[config.mk]
export PLATFORM = sky130hd
export DESIGN_NAME = floppy_controller_register_stub
export DESIGN_NICKNAME = d
export VERILOG_FILES = /design/src/hdl/fdc_pkg.sv /design/src/hdl/fdc_regs.sv /design/src/hdl/floppy_controller_register_stub.sv
export SDC_FILE = /design/constraint.sdc
export NUM_CORES = 1
export LEC_CHECK = 0
export BUFFER_PORTS_ARGS = -buffer_cell sky130_fd_sc_hd__buf_2
export CAP_MARGIN = 20
export CORE_ASPECT_RATIO = 0.8
export CORE_MARGIN = 5
export CORE_UTILIZATION = 55
export CTS_BUF_LIST = sky130_fd_sc_hd__clkbuf_8
export CTS_CLUSTER_DIAMETER = 150
export DETAILED_ROUTE_END_ITERATION = 8
export GPL_TIMING_DRIVEN = 0
export HOLD_SLACK_MARGIN = 0.12
export PLACE_DENSITY = 0.77
export SYNTH_ARGS = -nofsm -noshare
export SYNTH_HDL_FRONTEND = slang
export SYNTH_HIERARCHICAL = 1
export SYNTH_SLANG_ARGS = --single-unit
export TNS_END_PERCENT = 100
[constraint.sdc]
create_clock -name clk -period 4.5 [get_ports clk]
set_clock_uncertainty 0.05 [all_clocks]
set_input_delay 0.675 -clock clk [delete_from_list [all_inputs] [get_ports clk]]
set_output_delay 0.675 -clock clk [all_outputs]
set_load 0.01 [all_outputs]
[src/hdl/fdc_pkg.sv]
`default_nettype none

package fdc_pkg;

	typedef struct packed {
		logic       is_write;
		logic [9:0] addr;
		logic [7:0] wbyte;
	} req_t;

	typedef struct packed {
		logic [7:0] rbyte;
		logic       irq;
	} resp_t;

	localparam logic [9:0] PORT_DOR     = 10'h3F2;
	localparam logic [9:0] PORT_MSR     = 10'h3F4;
	localparam logic [9:0] PORT_DATA    = 10'h3F5;
	localparam logic [9:0] PORT_SCRATCH = 10'h3F9;

	localparam logic [7:0] CMD_SPECIFY = 8'h03;
	localparam logic [7:0] CMD_RECAL   = 8'h07;
	localparam logic [7:0] CMD_SENSE   = 8'h08;

	localparam logic [7:0] MSR_RQM  = 8'h80;
	localparam logic [7:0] MSR_DIO  = 8'h40;
	localparam logic [7:0] MSR_BUSY = 8'h10;

	localparam logic [7:0] ST0_RESET   = 8'hC0;
	localparam logic [7:0] ST0_INVALID = 8'h20;
	localparam logic [7:0] ST1_NONE    = 8'h00;

	localparam int         DOR_RESET_BIT = 2;
	localparam logic [1:0] CMD_CNT_MAX   = 2'd3;

endpackage

`default_nettype wire

[src/hdl/fdc_regs.sv]
`default_nettype none

module fdc_regs import fdc_pkg::*; #(
	parameter int RESULT_DEPTH = 4
) (
	input  wire   clk,
	input  wire   arst_n,
	input  wire   en,
	input  req_t  req,
	output resp_t resp
);

	localparam int CW = $clog2(RESULT_DEPTH + 1);
	localparam logic [CW:0] DEPTH_W = (CW + 1)'(RESULT_DEPTH);

	logic          busy_q;
	logic          dor_rst_q;
	logic          rst_pend_q;
	logic [7:0]    scratch_q;
	logic [7:0]    first_q;
	logic [1:0]    cmd_cnt_q;
	logic [CW-1:0] res_cnt_q;
	logic [7:0]    queue_q [RESULT_DEPTH];

	logic          busy_n;
	logic          dor_rst_n;
	logic          rst_pend_n;
	logic [7:0]    scratch_n;
	logic [7:0]    first_n;
	logic [1:0]    cmd_cnt_n;
	logic [CW-1:0] res_cnt_n;
	logic [7:0]    queue_n [RESULT_DEPTH];

	logic [7:0]    first_eff;
	logic [1:0]    cnt_inc;
	logic [CW:0]   cnt_w;
	logic [CW:0]   cnt_w1;
	logic          push0_ok;
	logic          push1_ok;
	logic [7:0]    st0;

	always_comb begin
		busy_n     = busy_q;
		dor_rst_n  = dor_rst_q;
		rst_pend_n = rst_pend_q;
		scratch_n  = scratch_q;
		first_n    = first_q;
		cmd_cnt_n  = cmd_cnt_q;
		res_cnt_n  = res_cnt_q;
		queue_n    = queue_q;
		resp.rbyte = 8'h00;
		resp.irq   = 1'b0;

		cnt_w     = {1'b0, res_cnt_q};
		cnt_w1    = cnt_w + 1'b1;
		push0_ok  = cnt_w < DEPTH_W;
		push1_ok  = cnt_w1 < DEPTH_W;
		st0       = rst_pend_q ? ST0_RESET : ST0_INVALID;
		first_eff = (cmd_cnt_q == 2'd0) ? req.wbyte : first_q;
		cnt_inc   = (cmd_cnt_q < CMD_CNT_MAX) ? cmd_cnt_q + 2'd1 : CMD_CNT_MAX;

		if (req.is_write) begin
			case (req.addr)
				PORT_SCRATCH: scratch_n = req.wbyte;
				PORT_DOR: begin
					dor_rst_n = req.wbyte[DOR_RESET_BIT];
					if (req.wbyte[DOR_RESET_BIT] && !dor_rst_q) begin
						resp.irq   = 1'b1;
						rst_pend_n = 1'b1;
						busy_n     = 1'b0;
						cmd_cnt_n  = 2'd0;
						res_cnt_n  = '0;
					end
				end
				PORT_DATA: begin
					if (cmd_cnt_q == 2'd0) begin
						first_n = req.wbyte;
						busy_n  = 1'b1;
					end
					cmd_cnt_n = cnt_inc;
					if (first_eff == CMD_RECAL && cnt_inc == 2'd2) begin
						resp.irq  = 1'b1;
						cmd_cnt_n = 2'd0;
						busy_n    = 1'b0;
					end else if (first_eff == CMD_SPECIFY && cnt_inc == 2'd3) begin
						cmd_cnt_n = 2'd0;
						busy_n    = 1'b0;
					end else if (first_eff == CMD_SENSE && cnt_inc == 2'd1) begin
						cmd_cnt_n  = 2'd0;
						rst_pend_n = 1'b0;
						for (int i = 0; i < RESULT_DEPTH; i++) begin
							if (push0_ok && cnt_w == (CW + 1)'(i))
								queue_n[i] = st0;
							if (push1_ok && cnt_w1 == (CW + 1)'(i))
								queue_n[i] = ST1_NONE;
						end
						res_cnt_n = CW'(cnt_w + {{CW{1'b0}}, push0_ok}
							+ {{CW{1'b0}}, push1_ok});
					end
				end
				default: ;
			endcase
		end else begin
			case (req.addr)
				PORT_SCRATCH: resp.rbyte = scratch_q;
				PORT_MSR: resp.rbyte = MSR_RQM | (busy_q ? MSR_BUSY : 8'h00)
					| ((res_cnt_q != '0) ? MSR_DIO : 8'h00);
				PORT_DATA: begin
					if (res_cnt_q != '0) begin
						resp.rbyte = queue_q[0];
						for (int i = 0; i < RESULT_DEPTH - 1; i++)
							queue_n[i] = queue_q[i + 1];
						res_cnt_n = res_cnt_q - 1'b1;
					end
					if (res_cnt_q <= CW'(1))
						busy_n = 1'b0;
				end
				default: ;
			endcase
		end
	end

	always_ff @(posedge clk or negedge arst_n) begin
		if (!arst_n) begin
			busy_q     <= 1'b0;
			dor_rst_q  <= 1'b1;
			rst_pend_q <= 1'b0;
			scratch_q  <= 8'h00;
			cmd_cnt_q  <= 2'd0;
			res_cnt_q  <= '0;
		end else if (en) begin
			busy_q     <= busy_n;
			dor_rst_q  <= dor_rst_n;
			rst_pend_q <= rst_pend_n;
			scratch_q  <= scratch_n;
			cmd_cnt_q  <= cmd_cnt_n;
			res_cnt_q  <= res_cnt_n;
		end
	end

	always_ff @(posedge clk) begin
		if (en) begin
			first_q <= first_n;
			queue_q <= queue_n;
		end
	end

	a_cnt_bound: assert property (@(posedge clk) disable iff (!arst_n)
		{1'b0, res_cnt_q} <= DEPTH_W)
		else $error("result count beyond queue depth");

	a_reset_clears: assert property (@(posedge clk) disable iff (!arst_n)
		en && req.is_write && req.addr == PORT_DOR && req.wbyte[DOR_RESET_BIT] && !dor_rst_q
		|=> res_cnt_q == '0 && cmd_cnt_q == 2'd0 && rst_pend_q && !busy_q)
		else $error("controller reset did not clear queues");

	a_first_busy: assert property (@(posedge clk) disable iff (!arst_n)
		en && req.is_write && req.addr == PORT_DATA && cmd_cnt_q == 2'd0
		&& req.wbyte != CMD_RECAL && req.wbyte != CMD_SPECIFY |=> busy_q)
		else $error("first command byte did not set busy");

endmodule

`default_nettype wire

[src/hdl/floppy_controller_register_stub.sv]
`default_nettype none
// An accepted request passes through the input stage and then the result register.
// Throughput: one request per cycle while m_tready is high; the register decode and
// queue update sit between the input stage and the result register.
// Reset: arst_n asynchronous, active low; clears control state, status, counts
// and scratch byte; queue contents and command byte are left unset.

module floppy_controller_register_stub import fdc_pkg::*; #(
	parameter int RESULT_DEPTH = 4
) (
	input  wire         clk,
	input  wire         arst_n,
	input  wire         s_tvalid,
	output logic        s_tready,
	input  wire  [23:0] s_tdata,  // port_addr[9:0], write_byte[17:10], zero[23:18]
	input  wire  [0:0]  s_tuser,  // req_type[0]
	output logic        m_tvalid,
	input  wire         m_tready,
	output logic [15:0] m_tdata   // read_byte[7:0], irq_raise[8], zero[15:9]
);

	logic  valid_s1;
	req_t  req_s1;
	logic  out_valid_q;
	resp_t resp_q;
	resp_t resp;
	logic  adv;
	logic  take;

	assign adv      = valid_s1 && (!out_valid_q || m_tready);
	assign s_tready = !valid_s1 || adv;
	assign take     = s_tvalid && s_tready;
	assign m_tvalid = out_valid_q;
	assign m_tdata  = {7'd0, resp_q.irq, resp_q.rbyte};

	fdc_regs #(
		.RESULT_DEPTH(RESULT_DEPTH)
	) u_regs (
		.clk   (clk),
		.arst_n(arst_n),
		.en    (adv),
		.req   (req_s1),
		.resp  (resp)
	);

	always_ff @(posedge clk or negedge arst_n) begin
		if (!arst_n) begin
			valid_s1    <= 1'b0;
			out_valid_q <= 1'b0;
		end else begin
			if (take)
				valid_s1 <= 1'b1;
			else if (adv)
				valid_s1 <= 1'b0;
			if (adv)
				out_valid_q <= 1'b1;
			else if (m_tready)
				out_valid_q <= 1'b0;
		end
	end

	always_ff @(posedge clk) begin
		if (take) begin
			req_s1.is_write <= s_tuser[0];
			req_s1.addr     <= s_tdata[9:0];
			req_s1.wbyte    <= s_tdata[17:10];
		end
		if (adv)
			resp_q <= resp;
	end

	a_advance: assert property (@(posedge clk) disable iff (!arst_n)
		valid_s1 && !out_valid_q |=> out_valid_q)
		else $error("pending request did not reach result register");

	a_hold_stage: assert property (@(posedge clk) disable iff (!arst_n)
		valid_s1 && out_valid_q && !m_tready |=> valid_s1 && $stable(req_s1))
		else $error("stalled request lost from input stage");

endmodule

`default_nettype wire
==> run summary <==
The number of placement rows came out at 24. Setup violations remaining at the end of the flow were counted as 0. In this run the worst setup path begins at m_tready. The total clock buffers created by CTS is 9. The worst setup path is of the in2reg kind. The average size of a mapped cell is 13.6 µm².

Counting flops with an async set or reset pin after synthesis yields a share of 0.281. The number of placed instances, taps included came out at 345. STA puts the critical path data required time at 4.68 ns. The data arrival time at the worst-slack endpoint is 2.84 ns. The sum of routed wire length over all layers came out at 5.57 mm. The placed standard-cell area came out at 0.00338 mm².

With fillers left out, the area of the finished cells amounts to 0.00359 mm². The startpoint of the lowest-slack register-to-register path is m_tvalid. The net switching power of the design came out at 341 µW. The die is 93.9 µm wide. Entering global routing, the biggest net connects 20 pins. The area of the mapped netlist came out at 0.00310 mm². The power density normalized to cell area came out at 385 mW/mm². The diode insertion count for antenna repair is 0. The top-level port count came out at 47.

The proportion of netlist area held by the largest area contributor is 0.446. The initial core utilization came out at 0.567. The fraction of the yosys area taken by sequential cells came out at 0.592.

The final standard cell count with taps included and fillers excluded came out at 361. STA classifies the critical path endpoint as a register. The worst-margin pin slew came out at 0.760 ns. The final standard cell utilization of the core is 0.656. Of the total power, the clock network draws 0.365. TritonCTS built the clock tree. The via count of the first global-routing pass is 1854. The path class of the tightest hold or removal check is in2async. The clock latency on the worst-skew pair is 0.35 ns. The quantity of I/O buffers inserted on ports is 33. The total core area came out at 0.00547 mm². The number of synthesized flops with an enable pin came out at 46.

The number of pins exceeding their max-slew limit in the final report came out at 0. The number of levels in the clock H-tree is 3. Yosys attributes the largest share of cell area to sky130_fd_sc_hd__edfxtp_1 45%, sky130_fd_sc_hd__dfrtp_1 14%, sky130_fd_sc_hd__mux2_4 3.9%.

The maximum achievable frequency came out at 0.377 GHz. The first-pass iteration count of the detailed router came out at 4. Measured against its own limit, the worst slew margin works out to 0.486.

Counting the fill cells in the layout gives 429. The portion of total power attributed to sequential cells is 0.499. In the post-synthesis netlist, the cell with the most instances is sky130_fd_sc_hd__edfxtp_1. The post-route antenna net violation count came out at 0. The worst hold-check slack came out at 0.202 ns. In the final timing run, aggregate negative setup slack is 0 ns.

The ratio of final minimum period to clock period came out at 0.589. Setup slack on the worst reg-to-reg path comes out at 1.85 ns. The fraction of final layout cells sized beyond drive strength 1 is 0.300.

The average wire length per cell after detail routing came out at 15.4 µm. The post-placement setup slack came out at 1.49 ns. The worst path needs 2.65 ns of the cycle, external delays included.

The tool flagged a number of max-cap violations equal to 0. During synthesis, Yosys emitted a total of 6 warnings. The remaining design rule violation count came out at 0. The first-iteration detailed-routing DRC count is 117. The synthesized netlist cell count is 228. The residual overflow from global routing came out at 0. sky130_fd_sc_hd__edfxtp_1 takes more of the synthesized area than any other cell. Internal power comes to 1.04 mW. The post-cts resize count came out at 0.

Hold repair after CTS inserted 0 buffers. For this run, the total global-route usage over all layers was measured as 0.172. The post-CTS setup repair buffer count is 0. The worst setup path is launched from a primary input. The buffer levels on the longest clock path came out at 2. The mean number of vias per cell came out at 5.53. In the synthesized netlist the dominant register cell turns out to be sky130_fd_sc_hd__edfxtp_1.

The worst register-to-register path has a depth of 5. The commonest cells after synthesis are 46 x sky130_fd_sc_hd__edfxtp_1, 18 x sky130_fd_sc_hd__a21oi_1, 17 x sky130_fd_sc_hd__dfrtp_1. The maximum fanout encountered on the critical timing path is 15. The portion of total power attributed to combinational logic is 0.136. In this run the clock root is driven by a sky130_fd_sc_hd__clkbuf_8. The analysis attributes to cell leakage a power of 1.38 nW. Power comes to 1.38 mW. Routability-driven placement finished with a final weighted congestion of 0.829. The count of nets after finishing is 316. The clock slew seen by the registers of the worst setup and hold paths is 0.07 ns. The worst-case IR drop observed on VDD is 0.000233 V. The via count of the routed design came out at 1995.

The final hold violation count came out at 0. The clock drives 64 sinks. The run finished with clean final reports. The count of cell types in the netlist came out at 58. After synthesis the netlist holds a flip-flop and latch count of 64. Setup repair after global routing left no endpoint under its margin.

The area growth from synthesis to layout is 15.8%. The global-route wire length before repair is 9.32 mm. The full die area is 0.00724 mm². The fraction of power spent switching nets is 0.247. The least setup slack across all paths after layout is 1.85 ns.

The number of antenna violations at the first check in global routing is 0. The endpoint identified for the worst register-to-register timing path is u_regs/scratch_q[7]. The die height came out at 77.1 µm. The placed wire-length estimate is 4.09 mm.
-- power by group through the flow --
stage	Sequential, mW	Combinational [mW]	Clock [mW]
detailed placement	0.702	0.184	0
CTS	0.690	0.185	0.520
global route	0.693	0.210	0.549
finish	0.690	0.187	0.504
global placement	0.701	0.180	0
floorplan	0.698	0.130	0
-- kinds of logic (layout without fill, tap and decap cells) --
logic type / Yosys count / count (layout) / synth area share
buffers and inverters: 17 / 66 / 0.0331
DFF: 64 / 64 / 0.592
AOI/OAI and AO/OA: 50 / 50 / 0.116
adders and majority gates: 9 / 9 / 0.0388
other: 2 / 8 / 0.00242
and+or+nand+nor: 68 / 68 / 0.143
muxes: 18 / 18 / 0.0747
-- flip-flops by register name, summed over array words and instances (netlist names) --
name and cells:
u_regs/scratch_q 8, m_tvalid 1, u_regs/queue_q 10, u_regs/busy_q 1
valid_s1 1, u_regs/rst_pend_q 1, m_tdata 9, u_regs/cmd_cnt_q 2
u_regs/dor_rst_q 1, u_regs/first_q 8, u_regs/res_cnt_q 3, req_s1 19
-- worst max path at each step --
| stage | end | slack, ns | cells after the start |
|---|---|---|---|
| 5_1_grt | u_regs/scratch_q[7] | 1.61 | 5 |
| 6_report | u_regs/scratch_q[7] | 1.85 | 6 |
| 2_1_floorplan | u_regs/scratch_q[0] | 2.00 | 5 |
| 4_1_cts | u_regs/scratch_q[5] | 1.85 | 5 |
| 3_5_place_dp | u_regs/scratch_q[5] | 1.49 | 6 |
| 3_3_place_gp | u_regs/scratch_q[4] | 1.52 | 6 |
-- critical path, cell delays in order --
cell and delay [ns]:
sky130_fd_sc_hd__buf_2 0.09, sky130_fd_sc_hd__nand2b_1 0.11, sky130_fd_sc_hd__and2_1 0.54, sky130_fd_sc_hd__nand2_1 0.42
sky130_fd_sc_hd__nor4_4 0.65, sky130_fd_sc_hd__mux2_4 0.35
-- layout by cell type (no fill, tap or decap), drive strengths merged, types with 5 or more instances in the layout --
master,n
dfrtp,17
nand2b,8
a21oi,19
nor3,5
nand2,16
ha,8
nor2,9
mux2,17
conb,8
nand3,5
clkbuf,11
buf,43
edfxtp,46
inv,7
-- layer usage --
layer  up-vias  routed length (µm)  track usage
met3        11                 344       0.0558
met5         -                   0            0
met2        63                2450        0.237
li1        957                   -            -
met1       964                2650        0.245
met4         0                 117       0.0779
-- layout make-up --
type	instances	area [µm²]	share of cell area
tap	78	97.6	0.0272
multi-input combinational	153	1180	0.330
buffer	12	83.8	0.0234
clock buffer	9	124	0.0345
timing repair buffer	33	165	0.0461
inverter	5	18.8	0.00523
clock inverter	7	78.8	0.0220
sequential	64	1830	0.511
(Power assumes the default switching activity.)
